$ cat src/hw/rtl/via_pkg.sv
// Shared types and codes for the interface adapter timer block.
// No dependencies; used by versatile_interface_adapter_timers_top.
package via_pkg;

  localparam int unsigned KindW = 2;
  localparam int unsigned AddrW = 4;
  localparam int unsigned ByteW = 8;
  localparam int unsigned WordW = 16;
  localparam int unsigned FlagW = 7;

  // Request kinds
  typedef enum logic [KindW-1:0] {
    KIND_READ  = 2'd0,
    KIND_WRITE = 2'd1,
    KIND_TICK  = 2'd2,
    KIND_NONE  = 2'd3
  } via_kind_t;

  // Register map, standard order
  typedef enum logic [AddrW-1:0] {
    REG_ORB   = 4'd0,
    REG_ORA   = 4'd1,
    REG_DDRB  = 4'd2,
    REG_DDRA  = 4'd3,
    REG_T1CL  = 4'd4,
    REG_T1CH  = 4'd5,
    REG_T1LL  = 4'd6,
    REG_T1LH  = 4'd7,
    REG_T2CL  = 4'd8,
    REG_T2CH  = 4'd9,
    REG_SR    = 4'd10,
    REG_ACR   = 4'd11,
    REG_PCR   = 4'd12,
    REG_IFR   = 4'd13,
    REG_IER   = 4'd14,
    REG_ORANH = 4'd15
  } via_reg_t;

  // Flag / ACR bit positions
  localparam int unsigned FlagT1Bit   = 6;
  localparam int unsigned FlagT2Bit   = 5;
  localparam int unsigned AcrT1Cont   = 6;
  localparam int unsigned AcrT2Pulse  = 5;

  localparam logic [ByteW-1:0] PortReset  = 8'hFF;
  localparam logic [WordW-1:0] TimerReset = 16'hFFFF;

  typedef struct packed {
    logic [KindW-1:0] kind;
    logic [AddrW-1:0] reg_addr;
    logic [ByteW-1:0] write_data;
  } via_in_t;

  typedef struct packed {
    logic [ByteW-1:0] read_data;
    logic             irq;
  } via_out_t;

endpackage

$ cat src/hw/rtl/versatile_interface_adapter_timers_top.sv
// Top level of the interface adapter with two 16-bit timers.
// Depends on via_pkg for payload structs, request kinds and register codes.
//
//   channel | direction | handshake          | payload
//   --------+-----------+--------------------+---------------------------------
//   in_     | input     | in_valid/in_ready  | via_in_t  (kind, reg_addr, data)
//   out_    | output    | out_valid/out_ready| via_out_t (read_data, irq)
//
// Each request is handled at its accepting edge: the register file and timers
// update then and the response lands in the output register, which sets
// out_valid. Throughput is one request per cycle while out_ready is high.
// in_ready is high whenever the output register is empty or drains this
// cycle, so a stall on out_ready holds at most one response.
// rst_n (synchronous, active low) loads the adapter's reset register values.
module versatile_interface_adapter_timers_top (
  input  logic             clk,
  input  logic             rst_n,
  input  logic             in_valid,
  output logic             in_ready,
  input  via_pkg::via_in_t in_data,
  output logic             out_valid,
  input  logic             out_ready,
  output via_pkg::via_out_t out_data
);

  // Architectural registers
  logic [via_pkg::ByteW-1:0] orb_r, orb_nxt;
  logic [via_pkg::ByteW-1:0] ora_r, ora_nxt;
  logic [via_pkg::ByteW-1:0] ddrb_r, ddrb_nxt;
  logic [via_pkg::ByteW-1:0] ddra_r, ddra_nxt;
  logic [via_pkg::WordW-1:0] t1_latch_r, t1_latch_nxt;
  logic [via_pkg::WordW-1:0] t1_count_r, t1_count_nxt;
  logic [via_pkg::WordW-1:0] t2_latch_r, t2_latch_nxt;
  logic [via_pkg::WordW-1:0] t2_count_r, t2_count_nxt;
  logic                      t1_run_r, t1_run_nxt;
  logic                      t1_armed_r, t1_armed_nxt;
  logic                      t2_run_r, t2_run_nxt;
  logic [via_pkg::ByteW-1:0] sr_r, sr_nxt;
  logic [via_pkg::ByteW-1:0] acr_r, acr_nxt;
  logic [via_pkg::ByteW-1:0] pcr_r, pcr_nxt;
  // IFR bit 7 is always derived, so only bits 6..0 are stored
  logic [via_pkg::FlagW-1:0] ifr_r, ifr_nxt;
  logic [via_pkg::FlagW-1:0] ier_r, ier_nxt;

  // Response register
  logic              out_valid_r, out_valid_nxt;
  via_pkg::via_out_t out_data_r, out_data_nxt;

  logic                      accept;
  logic                      irq_now;
  logic [via_pkg::ByteW-1:0] rd_val;
  via_pkg::via_kind_t        kind;
  via_pkg::via_reg_t         addr;
  logic [via_pkg::ByteW-1:0] wd;

  assign in_ready  = !out_valid_r || out_ready;
  assign accept    = in_valid && in_ready;
  assign out_valid = out_valid_r;
  assign out_data  = out_data_r;

  assign kind    = via_pkg::via_kind_t'(in_data.kind);
  assign addr    = via_pkg::via_reg_t'(in_data.reg_addr);
  assign wd      = in_data.write_data;
  assign irq_now = |(ifr_r & ier_r);

  // Read mux, no side effects here
  always_comb begin
    unique case (addr)
      via_pkg::REG_ORB:   rd_val = orb_r;
      via_pkg::REG_ORA:   rd_val = ora_r;
      via_pkg::REG_DDRB:  rd_val = ddrb_r;
      via_pkg::REG_DDRA:  rd_val = ddra_r;
      via_pkg::REG_T1CL:  rd_val = t1_count_r[7:0];
      via_pkg::REG_T1CH:  rd_val = t1_count_r[15:8];
      via_pkg::REG_T1LL:  rd_val = t1_latch_r[7:0];
      via_pkg::REG_T1LH:  rd_val = t1_latch_r[15:8];
      via_pkg::REG_T2CL:  rd_val = t2_count_r[7:0];
      via_pkg::REG_T2CH:  rd_val = t2_count_r[15:8];
      via_pkg::REG_SR:    rd_val = sr_r;
      via_pkg::REG_ACR:   rd_val = acr_r;
      via_pkg::REG_PCR:   rd_val = pcr_r;
      via_pkg::REG_IFR:   rd_val = {irq_now, ifr_r};
      via_pkg::REG_IER:   rd_val = {1'b1, ier_r};
      via_pkg::REG_ORANH: rd_val = ora_r;
      default:            rd_val = ora_r;
    endcase
  end

  // State update for one request
  always_comb begin
    orb_nxt      = orb_r;
    ora_nxt      = ora_r;
    ddrb_nxt     = ddrb_r;
    ddra_nxt     = ddra_r;
    t1_latch_nxt = t1_latch_r;
    t1_count_nxt = t1_count_r;
    t2_latch_nxt = t2_latch_r;
    t2_count_nxt = t2_count_r;
    t1_run_nxt   = t1_run_r;
    t1_armed_nxt = t1_armed_r;
    t2_run_nxt   = t2_run_r;
    sr_nxt       = sr_r;
    acr_nxt      = acr_r;
    pcr_nxt      = pcr_r;
    ifr_nxt      = ifr_r;
    ier_nxt      = ier_r;
    out_data_nxt.read_data = '0;

    if (accept) begin
      unique case (kind)
        via_pkg::KIND_READ: begin
          out_data_nxt.read_data = rd_val;
          // counter low-byte reads acknowledge the timer flag
          if (addr == via_pkg::REG_T1CL) ifr_nxt[via_pkg::FlagT1Bit] = 1'b0;
          if (addr == via_pkg::REG_T2CL) ifr_nxt[via_pkg::FlagT2Bit] = 1'b0;
        end
        via_pkg::KIND_WRITE: begin
          unique case (addr)
            via_pkg::REG_ORB:  orb_nxt  = wd;
            via_pkg::REG_ORA:  ora_nxt  = wd;
            via_pkg::REG_DDRB: ddrb_nxt = wd;
            via_pkg::REG_DDRA: ddra_nxt = wd;
            via_pkg::REG_T1CL,
            via_pkg::REG_T1LL: t1_latch_nxt[7:0] = wd;
            via_pkg::REG_T1CH: begin
              t1_latch_nxt[15:8] = wd;
              t1_count_nxt = {wd, t1_latch_r[7:0]};
              t1_run_nxt   = 1'b1;
              t1_armed_nxt = 1'b1;
              ifr_nxt[via_pkg::FlagT1Bit] = 1'b0;
            end
            via_pkg::REG_T1LH: t1_latch_nxt[15:8] = wd;
            via_pkg::REG_T2CL: t2_latch_nxt[7:0]  = wd;
            via_pkg::REG_T2CH: begin
              t2_latch_nxt[15:8] = wd;
              t2_count_nxt = {wd, t2_latch_r[7:0]};
              t2_run_nxt   = 1'b1;
              ifr_nxt[via_pkg::FlagT2Bit] = 1'b0;
            end
            via_pkg::REG_SR:  sr_nxt  = wd;
            via_pkg::REG_ACR: acr_nxt = wd;
            via_pkg::REG_PCR: pcr_nxt = wd;
            via_pkg::REG_IFR: ifr_nxt = ifr_r & ~wd[6:0];
            via_pkg::REG_IER: begin
              // bit 7 picks set or clear
              if (wd[7]) ier_nxt = ier_r | wd[6:0];
              else       ier_nxt = ier_r & ~wd[6:0];
            end
            via_pkg::REG_ORANH: ora_nxt = wd;
            default:            ora_nxt = wd;
          endcase
        end
        via_pkg::KIND_TICK: begin
          if (t1_run_r) begin
            t1_count_nxt = t1_count_r - 16'd1;
            if (t1_count_r == '0) begin
              if (acr_r[via_pkg::AcrT1Cont]) begin
                t1_count_nxt = t1_latch_r;
                ifr_nxt[via_pkg::FlagT1Bit] = 1'b1;
              end else if (t1_armed_r) begin
                // one-shot: flag once per start, keep wrapping
                ifr_nxt[via_pkg::FlagT1Bit] = 1'b1;
                t1_armed_nxt = 1'b0;
              end
            end
          end
          if (t2_run_r && !acr_r[via_pkg::AcrT2Pulse]) begin
            t2_count_nxt = t2_count_r - 16'd1;
            if (t2_count_r == '0) begin
              ifr_nxt[via_pkg::FlagT2Bit] = 1'b1;
              t2_run_nxt = 1'b0;
            end
          end
        end
        via_pkg::KIND_NONE: ;
        default: ;
      endcase
    end

    out_data_nxt.irq = |(ifr_nxt & ier_nxt);
  end

  // Output register handshake
  always_comb begin
    out_valid_nxt = out_valid_r;
    if (accept)         out_valid_nxt = 1'b1;
    else if (out_ready) out_valid_nxt = 1'b0;
  end

  always_ff @(posedge clk) begin
    if (!rst_n) begin
      orb_r       <= via_pkg::PortReset;
      ora_r       <= via_pkg::PortReset;
      ddrb_r      <= '0;
      ddra_r      <= '0;
      t1_latch_r  <= via_pkg::TimerReset;
      t1_count_r  <= via_pkg::TimerReset;
      t2_latch_r  <= via_pkg::TimerReset;
      t2_count_r  <= via_pkg::TimerReset;
      t1_run_r    <= 1'b0;
      t1_armed_r  <= 1'b0;
      t2_run_r    <= 1'b0;
      sr_r        <= '0;
      acr_r       <= '0;
      pcr_r       <= '0;
      ifr_r       <= '0;
      ier_r       <= '0;
      out_valid_r <= 1'b0;
    end else begin
      orb_r       <= orb_nxt;
      ora_r       <= ora_nxt;
      ddrb_r      <= ddrb_nxt;
      ddra_r      <= ddra_nxt;
      t1_latch_r  <= t1_latch_nxt;
      t1_count_r  <= t1_count_nxt;
      t2_latch_r  <= t2_latch_nxt;
      t2_count_r  <= t2_count_nxt;
      t1_run_r    <= t1_run_nxt;
      t1_armed_r  <= t1_armed_nxt;
      t2_run_r    <= t2_run_nxt;
      sr_r        <= sr_nxt;
      acr_r       <= acr_nxt;
      pcr_r       <= pcr_nxt;
      ifr_r       <= ifr_nxt;
      ier_r       <= ier_nxt;
      out_valid_r <= out_valid_nxt;
    end
  end

  // Response payload, no reset needed
  always_ff @(posedge clk) begin
    if (accept) begin
      out_data_r <= out_data_nxt;
    end
  end

endmodule
$ cat config.mk
export PLATFORM = sky130hd
export DESIGN_NAME = versatile_interface_adapter_timers_top
export DESIGN_NICKNAME = d
export VERILOG_FILES = /design/src/hw/rtl/via_pkg.sv /design/src/hw/rtl/versatile_interface_adapter_timers_top.sv
export SDC_FILE = /design/constraint.sdc
export NUM_CORES = 1
export LEC_CHECK = 0
export BUFFER_PORTS_ARGS = -buffer_cell sky130_fd_sc_hd__buf_4
export CAP_MARGIN = 20
export CORE_ASPECT_RATIO = 1.5
export CORE_UTILIZATION = 62
export DETAILED_ROUTE_END_ITERATION = 12
export PLACE_DENSITY = 0.8
export SYNTH_ARGS = -nofsm -noshare
export SYNTH_HDL_FRONTEND = slang
export SYNTH_SLANG_ARGS = --single-unit
$ cat constraint.sdc
create_clock -name clk -period 2.9 [get_ports clk]
set_clock_uncertainty 0.2 [all_clocks]
set_input_delay 0.58 -clock clk [delete_from_list [all_inputs] [get_ports clk]]
set_output_delay 0.58 -clock clk [all_outputs]
set_load 0.1 [all_outputs]
# Yosys cells after proc, flatten, opt, wreduce, memory -nomap -nowiden
# Index checks and enable logic that the tools add are counted.
[op_classes]
add_sub_neg = 2
eq_ne = 24
mux = 38
bitwise_logic = 6
reduce_logical = 31
[ops]
columns = ["operator", "n"]
rows = [
  ["8-bit case mux with 15 select lines", 1],
  ["16-bit two-way mux", 6],
  ["16-bit case mux with 2 select lines", 2],
  ["7-bit two-way mux", 5],
  ["3-bit AND reduction", 11],
  ["4-bit == test (second input constant)", 8],
  ["16-bit zero test", 2],
  ["16-bit by 1-bit subtractor with 16-bit output (second input constant)", 2],
  ["7-bit AND", 4],
  ["1-bit two-way mux", 17],
  ["4-bit by 3-bit == test with 1-bit output (second input constant)", 4],
  ["7-bit OR reduction", 2],
  ["5-bit two-way mux", 2],
  ["2-bit != test (second input constant)", 5],
  ["4-bit by 2-bit == test with 1-bit output (second input constant)", 2],
  ["1-bit case mux with 2 select lines", 4],
  ["4-bit AND reduction", 2],
  ["7-bit NOT", 1],
  ["7-bit OR", 1],
  ["2-bit case mux with 3 select lines", 1],
  ["6-bit AND reduction", 1],
  ["2-bit OR reduction", 3],
  ["5-bit AND reduction", 1],
  ["4-bit by 1-bit == test with 1-bit output (second input constant)", 1],
  ["other kinds (9)", 13],
]
[totals]
in_bits = 18
elab_cells = 121
regBits = 139
output_inout_bits = 11

# Logic depth before layout (Yosys ltp)
# Gate-level depths: netlist of run 1.
[depth]
ltp_word = 8
ltp_mapped = 10
ltp_nobuf = 7

# Worst setup path before layout of run 1
# No wires, ideal clock.
[synth_timing]
path_type = "flip-flop to flip-flop"
startpoint = "register out_valid_r (netlist: out_valid)"
endpoint = "register out_data_r, in the netlist out_data[0], data pin"
path_buffers = 1
required_ns = 2.424
period_less_slack_ns = 3.525
t_arrival_ns = 3.049
setup_time_ns = 0.276
path_slack_ns = -0.625
path_stages_with_launch = 8
cell_sequence = "dfxtp_1 -> nor2b_1 -> inv_2 -> clkbuf_1 -> nand4_1 -> mux2_1 -> a222oi_1 -> o2111ai_1"
[synth_lines]
columns = ["item", "line", "rtl"]
rows = [
  ["start, declared", "versatile_interface_adapter_timers_top.sv:46", "logic out_valid_r, out_valid_nxt;"],
  ["start signal, assigned", "versatile_interface_adapter_timers_top.sv:226", "out_valid_r <= out_valid_nxt;"],
  ["end signal, assigned", "versatile_interface_adapter_timers_top.sv:233", "out_data_r <= out_data_nxt;"],
  ["end, declared", "versatile_interface_adapter_timers_top.sv:47", "via_pkg::via_out_t out_data_r, out_data_nxt;"],
]

# Final worst setup path of run 1
[layout_timing]
startpoint = "input in_data[9] (netlist bit)"
endpoint = "register out_data_r, in the netlist out_data[3], data pin"
[layout_between]
elab_chain_len = 3
word_cells_on_any_way = 18
cone_classes = "15 x eq/ne; 1 x mux; 2 x reduce/logical"
[layout_lines]
columns = ["item", "line", "rtl"]
rows = [
  ["start, declared", "versatile_interface_adapter_timers_top.sv:20", "input via_pkg::via_in_t in_data,"],
  ["4-bit == test / 4-bit by 1-bit == test with 1-bit output (equally long branches)", "versatile_interface_adapter_timers_top.sv:68", "unique case (addr)"],
  ["2-bit OR reduction (no source line)", "--", ""],
  ["8-bit case mux with 15 select lines (*)", "versatile_interface_adapter_timers_top.sv:68", ""],
]
# Mark *: on every way between the ends. The rest lies on a longest branch, timed or not.
# A chain may end at the register's enable or synchronous reset.

==> summary.txt, run 1 <==
Timing
  • Fin. max-slew vios: 0
  • Measured slew at the worst slew-check pin: 1.18 ns
  • Min Tclk post-route: 2.78 ns
  • Rel. slew slack: 20.6%
  • Fmax: 360 MHz
  • Final setup vio count: 0
  • RSZ-0062 raised after global routing: no
  • Final Cycle Share: 95.8%
  • Final hold vios: 0

Detailed routing
  • Total number of vias: 7599
  • DRT antenna net count: 0
  • Initial DRT Pass Iterations: 6
  • Per-cell routed wire length: 25.6 microns
  • Routed wire length: 27800 microns
  • Residual DRC: 0
  • DR vias/cell: 7.00
  • First DRT Iteration DRCs: 956

Clock tree
  • CTS tree: yes
  • Max clock buf depth: 2
  • Clk slew on worst S/H paths: 0.06 ns
  • Cts bufs inserted: 17
  • CTS hold repair buffers: 0
  • Htree depth: 4
  • Post-CTS setup buffers: 0
  • CTS Sinks: 139
  • Post_cts resized: 0
  • Clk root buf: clkbuf_16
  • Clock Latency Late Sink: 0.43 ns

Global routing
  • Pin count of the biggest net entering global routing: 52
  • Initial antenna violation count: 0
  • GRT Overall Usage: 45.3%
  • Vias in the first global route: 7332
  • GR Overflow Total: 0
  • First-pass GRT wire length: 41600 microns

Synthesis
  • Main synth FF type: dfxtp_1
  • Top cells by area, synth: dfxtp_1 (35%), mux2i_1 (7.2%), nor2_1 (4.7%), nand2_1 (4.7%), edfxtp_1 (3.6%)
  • Yosys top cell area share: 34.9%
  • Yosys reg bits: 139
  • Asr flop ratio synth: 0%
  • Area leader, netlist: dfxtp_1
  • Synth top cells by count: dfxtp_1 (130), nor2_1 (94), nand2_1 (93)
  • Most numerous cell in the Yosys netlist: dfxtp_1
  • Ys Warns: 0
  • Unique cell type count in the Yosys netlist: 76
  • Mapped cell area: 0.00746 sq mm
  • Synth Instances: 900
  • Post-synthesis sequential area ratio: 38.5%
  • Synth Area per Inst: 8.29 sq um
  • Net Count, Synth: 925
  • Number of synthesized flops with an enable pin: 9

Power
  • PwrDens: 570 mW/mm^2
  • Peak VDD IR: 0.000464 V
  • Lkg Pwr: 0.00338 uW

Setup path
  • Most used cell, CP: buf_4
  • Crit path cell chain: buf_4, buf_4, inv_1, o21ai_0, a21oi_1, nor4b_1, buf_4, a21oi_1
  • Critical Path AT: 2.76 ns
  • Largest stage delay, worst path: 0.61 ns
  • Crit-path slowest cell: nor4b_1
  • Critical Path RT: 2.88 ns
  • Worst reg2reg path depth: 7
  • CP startpoint kind: input port
  • Setup CP Type: input port to register
  • Crit end category: register
  • Crit-path max FO: 23

Placed design
  • Port bufs: 28
  • Final HPWL DP: 19700 microns
  • GPL Wtd Cong: 1.06
  • Post-DP Area: 0.00796 sq mm
  • # placed instances: 1055

Layout
  • Final antenna diode count: 0
  • Area Growth Syn to Fin: 15.3%
  • Fin cells: 1086
  • Finished Cell Area: 0.00860 sq mm
  • Nets: 949
  • Layout cell share with drive strength beyond 1: 14.6%

Floorplan
  • Row count: 48
  • Die width: 91.6 microns
  • Core Region: 0.0116 sq mm
  • Initial Utilization: 64.4%
  • Vert. Die Dim: 136 microns
  • Die area: 0.0125 sq mm
  • # IOs: 29

Status
  • Outcome: completed

Run
  • Max-Cap Viols: 0

Hold path
  • WHS Path Cells: 3
  • Worst min path class: input port to register
[placed cells by master (no fill, tap or decap), types with 20 or more instances in the layout]
cell type and instances:
dfxtp_1 129, a21oi_1 42, nand3_1 42, nor3_1 24, nor2_1 94, clkbuf_16 20, inv_1 20, nand2_1 93
mux2i_1 54, buf_4 82, o211ai_1 34, o21ai_0 23
[flip-flops by register name (all words and copies together), names as in the netlist]
name        cells
ddrb_r          8
pcr_r           8
ier_r           7
t1_armed_r      1
t1_run_r        1
ddra_r          8
out_valid       1
acr_r           8
t1_latch_r     16
ora_r           8
out_data        9
ifr_r           7
sr_r            8
t1_count_r     16
orb_r           8
t2_count_r     16
t2_run_r        1
t2_latch_r      8
[logic make-up (layout without fill, tap and decap cells)]
logic type               after synthesis  in the layout  share of synthesized area, %
buffers and inverters                100            136                          5.25
AND/OR/NAND/NOR                      348            348                          23.0
adder cells (fa/ha/maj)                7              7                          1.17
flip-flops                           139            139                          38.5
multiplexers                          71             71                          9.96
AO/OA/AOI/OAI                        231            231                          21.6
XOR/XNOR                               4              4                         0.470
[path summary, 6_finish.rpt]
kind / startpoint / to / slack (ns)
max reg2reg: t1_count_r[0]$_SDFFE_PN1P_ / t1_count_r[14]$_SDFFE_PN1P_ / 0.22
max: in_data[9] / out_data[3]$_SDFFCE_PN0P_ / 0.12
min: in_valid / out_valid$_SDFFE_PN0P_ / 0.26
min reg2reg: t2_run_r$_SDFFE_PN0P_ / t2_run_r$_SDFFE_PN0P_ / 0.27
[worst max-delay path, delay by kind of cell]
kind                   cells  cell delay, ns
AO/OA/AOI/OAI              3            0.80
buffers and inverters      4            0.77
AND/OR/NAND/NOR            1            0.61
[power breakdown]
part / leakage (uW) / total [uW] / internal [uW] / switching (uW)
registers: 0.00114 / 2000 / 1960 / 33.1
clock network: 0.000312 / 2360 / 1500 / 857
logic: 0.00192 / 544 / 161 / 383
[layout make-up]
class                   count  area (sq um)
clock inverters             9           134
multi-input cells         661          4200
repair buffers             82           616
inverters                  23          86.3
fillers                   858          2990
clock buffers              22           508
flip-flops and latches    139          2870
well taps                 150           188
[per-layer routing]
metal	track usage, %	wire length, microns	vias up
met2	73.4	12900	509
met1	49.8	9700	3567
met4	38.2	2480	0
met5	0	0	-
met3	11.2	2700	164
li1	-	-	3359
[per-stage QoR]
step	hold WS [ns]	worst slack, ns	utilization (%)	setup TNS (ns)	power (uW)
after floorplan	0.235	0.113	-	0	2360
after global placement	0.248	0.0541	68.7	0	2550
after detailed placement	0.259	-0.00199	68.7	-0.00199	2560
after CTS	0.254	0.263	74.2	0	4870
after global routing	0.283	0.170	74.2	0	4990
final	0.256	0.121	74.2	0	4900
Power figures use the tool's default switching activity.
==> run 2, diff against run 1 <==
- ABC_AREA: unset -> 1
==> summary.txt, run 2 <==
Status
  • Outcome: completed

Setup path
  • CP startpoint kind: register
  • Crit-path max FO: 12
  • Setup CP Type: register to register
  • Critical Path AT: 2.48 ns
  • Critical Path RT: 3.02 ns
  • Crit end category: register

Clock tree
  • Clk slew on worst S/H paths: 0.07 ns
  • Clk root buf: clkbuf_16
  • Post_cts resized: 0
  • CTS tree: yes
  • Cts bufs inserted: 17
  • Max clock buf depth: 2
  • CTS hold repair buffers: 0
  • Clock Latency Late Sink: 0.43 ns
  • Post-CTS setup buffers: 0
  • Htree depth: 4
  • CTS Sinks: 139

Synthesis
  • Most numerous cell in the Yosys netlist: nand2_1
  • Unique cell type count in the Yosys netlist: 34
  • Number of synthesized flops with an enable pin: 9
  • Post-synthesis sequential area ratio: 39.1%
  • Mapped cell area: 0.00735 sq mm
  • Asr flop ratio synth: 0%
  • Yosys reg bits: 139
  • Synth top cells by count: nand2_1 (313), nor2_1 (153), dfxtp_1 (130)
  • Area leader, netlist: dfxtp_1
  • Synth Instances: 1131
  • Top cells by area, synth: dfxtp_1 (35%), nand2_1 (16%), nor2_1 (7.8%), o21ai_0 (7.6%), inv_1 (5.4%)
  • Yosys top cell area share: 35.4%
  • Ys Warns: 0
  • Main synth FF type: dfxtp_1
  • Net Count, Synth: 1156
  • Synth Area per Inst: 6.50 sq um

Timing
  • Fmax: 424 MHz
  • Final Cycle Share: 81.3%
  • Final hold vios: 0
  • RSZ-0062 raised after global routing: no
  • Fin. max-slew vios: 0
  • Min Tclk post-route: 2.36 ns
  • Rel. slew slack: 59.5%
  • Setup TNS: 0 ns
  • Hold WS: 0.254 ns
  • Measured slew at the worst slew-check pin: 0.604 ns
  • Final setup vio count: 0

Floorplan
  • Row count: 48
  • Die area: 0.0123 sq mm
  • Die width: 90.9 microns
  • # IOs: 29
  • Vert. Die Dim: 135 microns
  • Initial Utilization: 63.8%
  • Core Region: 0.0115 sq mm

Layout
  • Final design utilization: 71.5%
  • Nets: 1175
  • Fin cells: 1313
  • Most frequent cells in the layout: nand2_1 (313), nor2_1 (153), dfxtp_1 (129)
  • Top Registers: t1_count_r x16, t1_latch_r x16, t2_count_r x16
  • Commonest non-fill, non-tap cell in the layout: nand2_1
  • Fillcell total: 1022
  • Area Growth Syn to Fin: 12.2%
  • Layout cell share with drive strength beyond 1: 10.1%
  • Final antenna diode count: 0

Detailed routing
  • First DRT Iteration DRCs: 719
  • DRT antenna net count: 0
  • Residual DRC: 0
  • DR vias/cell: 5.80
  • Routed wire length: 23500 microns
  • Per-cell routed wire length: 17.9 microns
  • Total number of vias: 7621
  • Initial DRT Pass Iterations: 7

Global routing
  • GR Overflow Total: 0
  • First-pass GRT wire length: 36100 microns
  • Pin count of the biggest net entering global routing: 53
  • Initial antenna violation count: 0
  • GRT Overall Usage: 38.7%
  • Vias in the first global route: 6888

Power
  • Lkg Pwr: 0.00397 uW
  • Peak VDD IR: 0.000390 V
  • Total power: 4700 uW
  • PwrDens: 570 mW/mm^2

Hold path
  • Worst min path class: input port to register

Placed design
  • # placed instances: 1281
  • GPL Wtd Cong: 1.02
  • Port bufs: 28
  • Final HPWL DP: 16700 microns

Run
  • Max-Cap Viols: 0
[run 2: final cells by class]
| cell class | instances | area [sq um] | share of cell area (%) |
|---|---|---|---|
| Multi-Input combinational cell | 827 | 3820 | 46.3 |
| Timing Repair Buffer | 44 | 330 | 4.00 |
| Sequential cell | 139 | 2870 | 34.8 |
| Tap cell | 150 | 188 | 2.28 |
| Clock buffer | 18 | 439 | 5.32 |
| Clock inverter | 14 | 145 | 1.76 |
| Inverter | 121 | 454 | 5.51 |
[run 2: final timing paths]
path                                                  from                          to  slack [ns]  depth (start not counted)
worst min register to register  t2_latch_r[1]$_SDFFE_PN1P_  t2_latch_r[1]$_SDFFE_PN1P_        0.26                          2
worst max register to register  t1_count_r[0]$_SDFFE_PN1P_  t1_count_r[2]$_SDFFE_PN1P_        0.54                         11
worst min-delay path                              in_valid      out_valid$_SDFFE_PN0P_        0.25                          3
worst max-delay path            t1_count_r[0]$_SDFFE_PN1P_  t1_count_r[2]$_SDFFE_PN1P_        0.54                         11
[run 2: through the flow]
step | area (sq um) | setup WS, ns
after global routing | 8250 | 0.301
after floorplan | 7350 | 0.431
after CTS | 8250 | 0.581
after global placement | 7660 | 0.240
final | 8250 | 0.542
after detailed placement | 7660 | 0.229
[run 2: kinds of logic (layout without fill, tap and decap cells)]
| logic type | Yosys count | after routing | share of synthesized area, % |
|---|---|---|---|
| buffers and inverters | 165 | 197 | 9.02 |
| adders and majority gates | 7 | 7 | 1.19 |
| DFF | 139 | 139 | 39.1 |
| AOI/OAI and AO/OA | 240 | 240 | 17.8 |
| and+or+nand+nor | 570 | 570 | 31.7 |
| xor gates and xnor gates | 10 | 10 | 1.19 |
[run 2: where the power goes]
group          total, uW  switching [uW]  internal [uW]
Combinational        502             374            128
Clock               2180             947           1240
Sequential          2010            38.4           1980
Total               4700            1360           3340
[run 2: critical path, cell delays in order (launching register included)]
cell,delay [ns]
dfxtp_1,0.32
inv_1,0.18
ha_1,0.20
inv_1,0.05
nor2_1,0.10
nand2_1,0.07
nor2_1,0.17
nand3_1,0.13
nand2_1,0.36
inv_1,0.19
o211ai_1,0.21
nand2_1,0.07
[run 2: layer usage]
layer  wire length (microns)  up-vias  share of wire, %  global-route usage (%)
li1                        -     3699                 -                       -
met3                    1810      112               7.7                    7.69
met2                   10900      387                46                    63.2
met1                    9100     3423                39                    45.7
met5                       0        -                 0                       0
met4                    1660        0               7.1                    26.8
==> run 3, diff against run 2 <==
- clock period: 2.9 -> 2.38 ns (I/O delays scaled with it)
==> summary.txt, run 3 (synthesis results as in run 2) <==
Detailed routing
  • Routed wire length: 23800 microns
  • Total number of vias: 7715
  • DRT antenna net count: 0
  • DR vias/cell: 5.78
  • First DRT Iteration DRCs: 861
  • Residual DRC: 0
  • Initial DRT Pass Iterations: 6
  • Per-cell routed wire length: 17.9 microns

Layout
  • Fillcell total: 1009
  • Most frequent cells in the layout: nand2_1 (313), nor2_1 (153), dfxtp_1 (129)
  • Commonest non-fill, non-tap cell in the layout: nand2_1
  • Final design utilization: 72.9%
  • Footprint of the multi-input gates: 0.00383 sq mm
  • Layout cell share with drive strength beyond 1: 11.8%
  • Nets: 1196
  • Top Registers: t1_count_r x16, t1_latch_r x16, t2_count_r x16
  • Final antenna diode count: 0
  • FF+latch area: 0.00287 sq mm
  • Area Growth Syn to Fin: 14.3%
  • Fin cells: 1334

Global routing
  • GRT Overall Usage: 39.6%
  • Vias in the first global route: 7199
  • First-pass GRT wire length: 37200 microns
  • GR Overflow Total: 0
  • Pin count of the biggest net entering global routing: 53
  • Initial antenna violation count: 0

Timing
  • Min Tclk post-route: 2.12 ns
  • Setup TNS: 0 ns
  • Final hold vios: 0
  • Measured slew at the worst slew-check pin: 0.614 ns
  • Fmax: 473 MHz
  • Rel. slew slack: 58.9%
  • Fin. max-slew vios: 0
  • Final setup vio count: 0
  • Final Cycle Share: 88.9%
  • RSZ-0062 raised after global routing: no

Clock tree
  • CTS tree: yes
  • Clock Latency Late Sink: 0.42 ns
  • Max clock buf depth: 2
  • Cts bufs inserted: 17
  • Clk slew on worst S/H paths: 0.07 ns
  • Htree depth: 4
  • CTS Sinks: 139
  • Clk root buf: clkbuf_16

Floorplan
  • Die area: 0.0123 sq mm
  • Vert. Die Dim: 135 microns
  • Initial Utilization: 63.8%
  • Core Region: 0.0115 sq mm
  • Die width: 90.9 microns
  • # IOs: 29
  • Row count: 48

Placed design
  • # placed instances: 1302
  • Port bufs: 28
  • GPL Wtd Cong: 1.01
  • Final HPWL DP: 16900 microns

Setup path
  • Crit-path max FO: 4
  • Crit-path slowest cell: dfxtp_1
  • Setup CP Type: register to register
  • Most used cell, CP: nand2_1
  • Crit end category: register
  • Largest stage delay, worst path: 0.31 ns
  • CP startpoint kind: register
  • Critical Path AT: 2.21 ns
  • Crit path cell chain: inv_1, ha_1, inv_1, nor2_1, nand3_1, nor3_2, nand3_1, nand2_1, nand2_1, nand2_1, inv_1, nand2_1
  • Critical Path RT: 2.48 ns

Run
  • Max-Cap Viols: 0

Power
  • Lkg Pwr: 0.00407 uW
  • PwrDens: 675 mW/mm^2
  • Peak VDD IR: 0.000495 V

Status
  • Outcome: completed

Hold path
  • Worst min path class: input port to register
-- run 3: area by class of cell --
class	instances	area share, %
Multi-Input combinational cell	827	45.5
Sequential cell	139	34.2
Timing Repair Buffer	65	5.80
Inverter	121	5.40
Clock buffer	18	5.36
Tap cell	150	2.23
Clock inverter	14	1.49
-- run 3: final timing paths --
check                                  start                         end  slack [ns]  depth (start not counted)
setup / recovery  t2_count_r[1]$_SDFFE_PN1P_       out_data[0]$_DFFE_PP_        0.26                         12
hold / removal                      in_valid      out_valid$_SDFFE_PN0P_        0.16                          3
setup reg to reg  t2_count_r[1]$_SDFFE_PN1P_       out_data[0]$_DFFE_PP_        0.26                         12
hold reg to reg   t2_latch_r[0]$_SDFFE_PN1P_  t2_latch_r[0]$_SDFFE_PN1P_        0.26                          2
-- run 3: routing by layer --
layer  up-vias  share of wire (%)  GRT usage, %
li1       3728                  -             -
met3       110                7.8          5.78
met5         -                  0             0
met1      3469                 38          46.3
met2       408                 47          65.8
met4         0                7.3          29.8
-- run 3: per-stage QoR --
stage | cell area (sq um) | setup WS (ns) | hold slack, ns | power [uW]
2_1_floorplan | 7360 | 0.126 | 0.224 | 2900
3_3_place_gp | 7830 | 0.0994 | 0.240 | 3110
3_5_place_dp | 7830 | 0.0385 | 0.245 | 3120
4_1_cts | 8400 | 0.174 | 0.154 | 5650
5_1_grt | 8410 | 0.0773 | 0.196 | 5810
6_report | 8410 | 0.265 | 0.160 | 5680
-- run 3: worst max-delay path: cells and delay by family (launching register included) --
family	cells	cell delay, ns
flip-flops	1	0.31
AND/OR/NAND/NOR	8	1.14
adder cells (fa/ha/maj)	1	0.17
buffers and inverters	3	0.17
-- run 3: power breakdown --
part / internal, uW / total (uW) / switching [uW]
Combinational: 170 / 635 / 465
Sequential: 2410 / 2450 / 44.8
Clock: 1440 / 2590 / 1150
-- run 3: what timing repair did --
| item | in CTS | in global routing |
|---|---|---|
| hold buffers | 0 | 0 |
| hold endpoints to repair | 0 | 0 |
| gates resized for setup | 0 | 1 |
| setup buffers | 0 | 0 |
| setup endpoints to repair | 0 | 1 |
